**src/sv/pwc_pkg.sv**
```systemverilog
// pwc_pkg: request and result types for the pulse width capture block
// no dependencies; used by pwc_track and pulse_width_capture
package pwc_pkg;

    localparam int CAPTURE_BITS = 16;
    localparam int WRAP_OUT_BITS = 12;

    typedef struct packed {
        logic                    overflow_event;
        logic                    capture_event;
        logic [CAPTURE_BITS-1:0] captured_count;
    } item_t;

    typedef struct packed {
        logic                     measure_done;
        logic                     pulse_high;
        logic                     overflow_saturated;
        logic [WRAP_OUT_BITS-1:0] overflow_count;
        logic [CAPTURE_BITS-1:0]  rising_count;
        logic [CAPTURE_BITS-1:0]  falling_count;
        logic                     edge_select;
    } result_t;

endpackage

```
**src/sv/pwc_track.sv**
```systemverilog
// pwc_track: measurement state registers and their single-pass update
// depends on pwc_pkg for the request and result types
module pwc_track #(
    parameter int COUNT_BITS      = 16,
    parameter int WRAP_COUNT_BITS = 12
) (
    input  logic             clk,
    input  logic             rst_n,
    input  logic             advance,
    input  pwc_pkg::item_t   item,
    output pwc_pkg::result_t result
);

    localparam int VAL_BITS = (COUNT_BITS < pwc_pkg::CAPTURE_BITS) ?
                              COUNT_BITS : pwc_pkg::CAPTURE_BITS;
    localparam logic [WRAP_COUNT_BITS-1:0] WRAP_MAX = {WRAP_COUNT_BITS{1'b1}};

    logic [WRAP_COUNT_BITS-1:0] count_reg, count_next;
    logic                       sat_reg, sat_next;
    logic                       high_reg, high_next;
    logic                       done_reg, done_next;
    logic [VAL_BITS-1:0]        rising_reg, rising_next;
    logic [VAL_BITS-1:0]        falling_reg, falling_next;
    logic                       polarity_reg, polarity_next;
    logic [VAL_BITS-1:0]        value;

    assign value = item.captured_count[VAL_BITS-1:0];

    always_comb
    begin
        count_next    = count_reg;
        sat_next      = sat_reg;
        high_next     = high_reg;
        done_next     = done_reg;
        rising_next   = rising_reg;
        falling_next  = falling_reg;
        polarity_next = polarity_reg;

        // wraps only count while the pulse is high
        if (item.overflow_event && high_reg)
        begin
            if (count_reg == WRAP_MAX)
                sat_next = 1'b1;
            else
                count_next = count_reg + 1'b1;
        end

        if (item.capture_event)
        begin
            // a held result is dropped before a new edge
            if (done_reg)
            begin
                count_next   = '0;
                sat_next     = 1'b0;
                high_next    = 1'b0;
                done_next    = 1'b0;
                rising_next  = '0;
                falling_next = '0;
            end
            if (!high_next)
            begin
                rising_next   = value;
                high_next     = 1'b1;
                polarity_next = 1'b1;
            end
            else
            begin
                falling_next  = value;
                high_next     = 1'b0;
                done_next     = 1'b1;
                polarity_next = 1'b0;
            end
        end
    end

    always_ff @(posedge clk or negedge rst_n)
    begin
        if (!rst_n)
        begin
            count_reg    <= '0;
            sat_reg      <= 1'b0;
            high_reg     <= 1'b0;
            done_reg     <= 1'b0;
            rising_reg   <= '0;
            falling_reg  <= '0;
            polarity_reg <= 1'b0;
        end
        else if (advance)
        begin
            count_reg    <= count_next;
            sat_reg      <= sat_next;
            high_reg     <= high_next;
            done_reg     <= done_next;
            rising_reg   <= rising_next;
            falling_reg  <= falling_next;
            polarity_reg <= polarity_next;
        end
    end

    always_comb
    begin
        result.measure_done       = done_next;
        result.pulse_high         = high_next;
        result.overflow_saturated = sat_next;
        result.overflow_count     = pwc_pkg::WRAP_OUT_BITS'(count_next);
        result.rising_count       = pwc_pkg::CAPTURE_BITS'(rising_next);
        result.falling_count      = pwc_pkg::CAPTURE_BITS'(falling_next);
        result.edge_select        = polarity_next;
    end

endmodule

```
**src/sv/pulse_width_capture.sv**
```systemverilog
// pulse_width_capture: top level, request register, state update, result register
// depends on pwc_pkg and pwc_track
//
// channel   direction  handshake                    payload
// request   in         item_valid / item_stall      item   (pwc_pkg::item_t)
// result    out        result_valid / result_stall  result (pwc_pkg::result_t)
//
// one request per cycle sustained while result_stall is low; each gives one result
// via the request register, then the state update into the result register
// rst_n clears all measurement state and both valid flags asynchronously
// a stalled result holds in its register; the request register still fills,
// and item_stall rises only when both registers are full and result_stall is high
module pulse_width_capture #(
    parameter int COUNT_BITS      = 16,
    parameter int WRAP_COUNT_BITS = 12
) (
    input  logic             clk,
    input  logic             rst_n,
    input  logic             item_valid,
    output logic             item_stall,
    input  pwc_pkg::item_t   item,
    output logic             result_valid,
    input  logic             result_stall,
    output pwc_pkg::result_t result
);

    logic             req_valid_reg;
    pwc_pkg::item_t   req_reg;
    logic             out_valid_reg;
    pwc_pkg::result_t out_reg;
    pwc_pkg::result_t result_next;
    logic             out_free;
    logic             advance;

    assign out_free   = !out_valid_reg || !result_stall;
    assign advance    = req_valid_reg && out_free;
    assign item_stall = req_valid_reg && !out_free;

    always_ff @(posedge clk or negedge rst_n)
    begin
        if (!rst_n)
            req_valid_reg <= 1'b0;
        else if (!item_stall)
            req_valid_reg <= item_valid;
    end

    always_ff @(posedge clk)
    begin
        if (item_valid && !item_stall)
            req_reg <= item;
    end

    pwc_track #(
        .COUNT_BITS      (COUNT_BITS),
        .WRAP_COUNT_BITS (WRAP_COUNT_BITS)
    ) u_track (
        .clk     (clk),
        .rst_n   (rst_n),
        .advance (advance),
        .item    (req_reg),
        .result  (result_next)
    );

    always_ff @(posedge clk or negedge rst_n)
    begin
        if (!rst_n)
            out_valid_reg <= 1'b0;
        else if (out_free)
            out_valid_reg <= advance;
    end

    always_ff @(posedge clk)
    begin
        if (advance)
            out_reg <= result_next;
    end

    assign result_valid = out_valid_reg;
    assign result       = out_reg;

endmodule

```
**config.mk**
```make
export PLATFORM = sky130hd
export DESIGN_NAME = pulse_width_capture
export DESIGN_NICKNAME = d
export VERILOG_FILES = /design/src/sv/pwc_pkg.sv /design/src/sv/pwc_track.sv /design/src/sv/pulse_width_capture.sv
export SDC_FILE = /design/constraint.sdc
export NUM_CORES = 1
export LEC_CHECK = 0
export ABC_AREA = 1
export ABC_CLOCK_PERIOD_IN_PS = 2100
export BUFFER_PORTS_ARGS = -buffer_cell sky130_fd_sc_hd__buf_2
export CAP_MARGIN = 15
export CORE_ASPECT_RATIO = 1.4
export CORE_MARGIN = 2
export CORE_UTILIZATION = 59
export CTS_BUF_LIST = sky130_fd_sc_hd__clkbuf_8
export CTS_CLUSTER_DIAMETER = 80
export DETAILED_ROUTE_END_ITERATION = 16
export GPL_ROUTABILITY_DRIVEN = 0
export HOLD_SLACK_MARGIN = 0.08
export PLACE_DENSITY = 0.82
export REMOVE_ABC_BUFFERS = 1
export SYNTH_ARGS = -nofsm -noshare
export SYNTH_HDL_FRONTEND = slang
export SYNTH_SLANG_ARGS = --single-unit
```
**constraint.sdc**
```tcl
create_clock -name clk -period 2.1 [get_ports clk]
set_input_delay 0.105 -clock clk [delete_from_list [all_inputs] [get_ports clk]]
set_output_delay 0.105 -clock clk [all_outputs]
set_load 0.01 [all_outputs]
```
==> results.ini <==
[worst_setup_path]
critPathMaxFanout = 5
cp.required_ns = 2.29
r2r-start = u_track.count_reg[1]
endpoint_kind = flop
r2r_cells = 7
worstSetupPathType = reg2reg
max_stage_delay_ns = 0.42
critPathCapture = result[41]
startpoint = u_track.count_reg[1]
cp-start-kind = flop
worstPathCellList = ha_1 > nand3_4 > nor2_4 > nand3_2 > nand3_1 > nand2_1 > and3_1
regToRegSetupSlack_ns = 0.34
r2r_end = result[41]
crit_slowest_cell = dfrtp_1
worst-endpoint-arrival_ns = 1.95

[yosys]
synth_edf_count = 66
synthArstFlopShare = 0.431
synth_area_mm2 = 0.00493
synth_flop_cell = edfxtp_1
syn_inst = 486
ys_ff_latch = 116
synth_seq_area_share = 0.656
yosys.area.top_type = edfxtp_1
synth_commonest_cells = nand2_1 (140), o21ai_0 (81), edfxtp_1 (66)
yosysWarningCount = 0
synth_top_cell_area_share = 0.402
ys_types = 31
post-synth-top-count-cell = nand2_1
synth.area.top_cells = edfxtp_1 (40%), dfrtp_1 (25%), nand2_1 (11%)
synth.avg_cell_area_um2 = 10.1

[die]
die_area_mm2 = 0.00912
start_util = 0.605
pin_count = 72
fp.dieW_um = 81.3
rows = 39
coreArea_mm2 = 0.00815
fp.dieH_um = 112

[final_layout]
multi_input_area_mm2 = 0.00134
drive_above_1_share = 0.209
diodes = 0
register_area_mm2 = 0.00323
nFillCells = 527
nets = 614
largest_register_ffs = 48
syn_to_final_growth_pct = 22.2
postLayoutCoreUtil = 0.739

[global_route]
grt_max_degree = 55
grt_overflow = 0
antenna_found_initial = 0
grt_pass1_wl_mm = 17.0
grt_usage = 0.250
grt_pass1_vias = 3653

[cts]
clock-sinks = 116
cts_made_buffers = 17
clock_path_buffers = 2
clkLatencyLatePin_ns = 0.44
path_clk_slew_ns = 0.07
root_buffer = clkbuf_8
cts_tree = done
cts_max_level = 4

[routing]
ant_nets = 0
drt_iter0_drc = 185
firstDrtPassIters = 5
avgViaCountPerCell = 5.31
wl_mm = 10.6
vias = 3752
avgRoutedWirePerCell_um = 15.0
drc = 0

[placement]
port_buffers = 71
dp_hpwl_mm = 6.70

[sta]
fin_skew_ns = 0.00903
slew_headroom = 0.605
worst_slew_pin_slew_ns = 0.593
hold_viol = 0
min_period_ns = 1.76
fin_crit_sh = 0.836
fmax_mhz = 570
rsz0062_at_grt = no
final-max-slew-violation-count = 0
tns_ns = 0
finalSetupViolCount = 0

[min_path]
min_path_type = in2async

[status]
outcome = finished, final reports clean

[job]
max-cap-violations = 0

[power_and_ir_drop]
powerDensity_mw_per_mm2 = 1180
ir_worst_vdd_uv = 781
p_leak_nw = 2.78

==> worst max-delay path, delay by kind of cell, from the launching register on <==
kind                     cells  cell delay [ns]
adder cells (fa/ha/maj)      1             0.34
flip-flops                   1             0.42
AND/OR/NAND/NOR              6             0.74
==> layer usage <==
| metal | up-vias | part of all wire | track usage |
|---|---|---|---|
| met1 | 1763 | 0.38 | 0.302 |
| li1 | 1809 | - | - |
| met3 | 27 | 0.059 | 0.0579 |
| met2 | 153 | 0.53 | 0.415 |
| met4 | 0 | 0.025 | 0.124 |
| met5 | - | 0 | 0 |
==> layout by cell type, fill, tap and decap left out, types with 5 or more instances in the layout <==
cell | synthesis | layout
buf_4 | 0 | 10
edfxtp_1 | 66 | 66
nand2_1 | 140 | 140
o21ai_0 | 81 | 81
clkbuf_8 | 2 | 17
nand4_1 | 9 | 9
nand3_1 | 15 | 15
dlygate4sd3_1 | 0 | 22
dfrtp_1 | 50 | 50
nor2_1 | 6 | 6
buf_2 | 5 | 71
clkinv_2 | 0 | 5
inv_1 | 64 | 67
==> repair_timing <==
item                      4_1_cts  5_1_grt
hold endpoints to repair       43        0
buffers inserted                0        0
hold buffers                   22        0
gates resized for setup         0        0
==> worst min path at each step <==
stage	end	cells after the start
3_5_place_dp	u_track.rising_reg[15]	1
5_1_grt	u_track.falling_reg[5]	2
6_report	u_track.count_reg[7]	2
2_1_floorplan	req_valid_reg	0
4_1_cts	u_track.rising_reg[6]	2
3_3_place_gp	u_track.sat_reg	1
==> power breakdown <==
group / internal (W) / leakage (nW) / switching [W]
Sequential: 0.00311 / 1.30 / 0.000232
Clock: 0.00114 / 0.205 / 0.000874
Combinational: 0.000581 / 1.28 / 0.00116
Total: 0.00483 / 2.78 / 0.00226
==> cell families after synthesis <==
family,share of synthesized area
AO/OA/AOI/OAI,0.101
XOR/XNOR,0.00178
adder cells (fa/ha/maj),0.00254
buffers and inverters,0.0733
flip-flops,0.656
AND/OR/NAND/NOR,0.166
==> per-stage QoR <==
stage | std cells | area [um2] | setup slack, ns | total power, W | hold slack [ns]
3_3_place_gp | 652 | 5420 | 0.502 | 0.00493 | 0.149
3_5_place_dp | 652 | 5420 | 0.397 | 0.00504 | 0.154
4_1_cts | 706 | 6020 | 0.366 | 0.00709 | 0.225
2_1_floorplan | 467 | 4820 | -1.62 | 0.00438 | -0.191
6_report | 706 | 6020 | 0.345 | 0.00709 | 0.204
5_1_grt | 706 | 6020 | 0.231 | 0.00748 | 0.269
==> cell type report <==
type	count	area share
clock inverter	15	0.0247
clock buffer	17	0.0388
inverter	67	0.0420
tap	102	0.0212
sequential	116	0.537
multi-input combinational	284	0.222
timing repair buffer	105	0.115
Power figures use the tool's default switching activity.
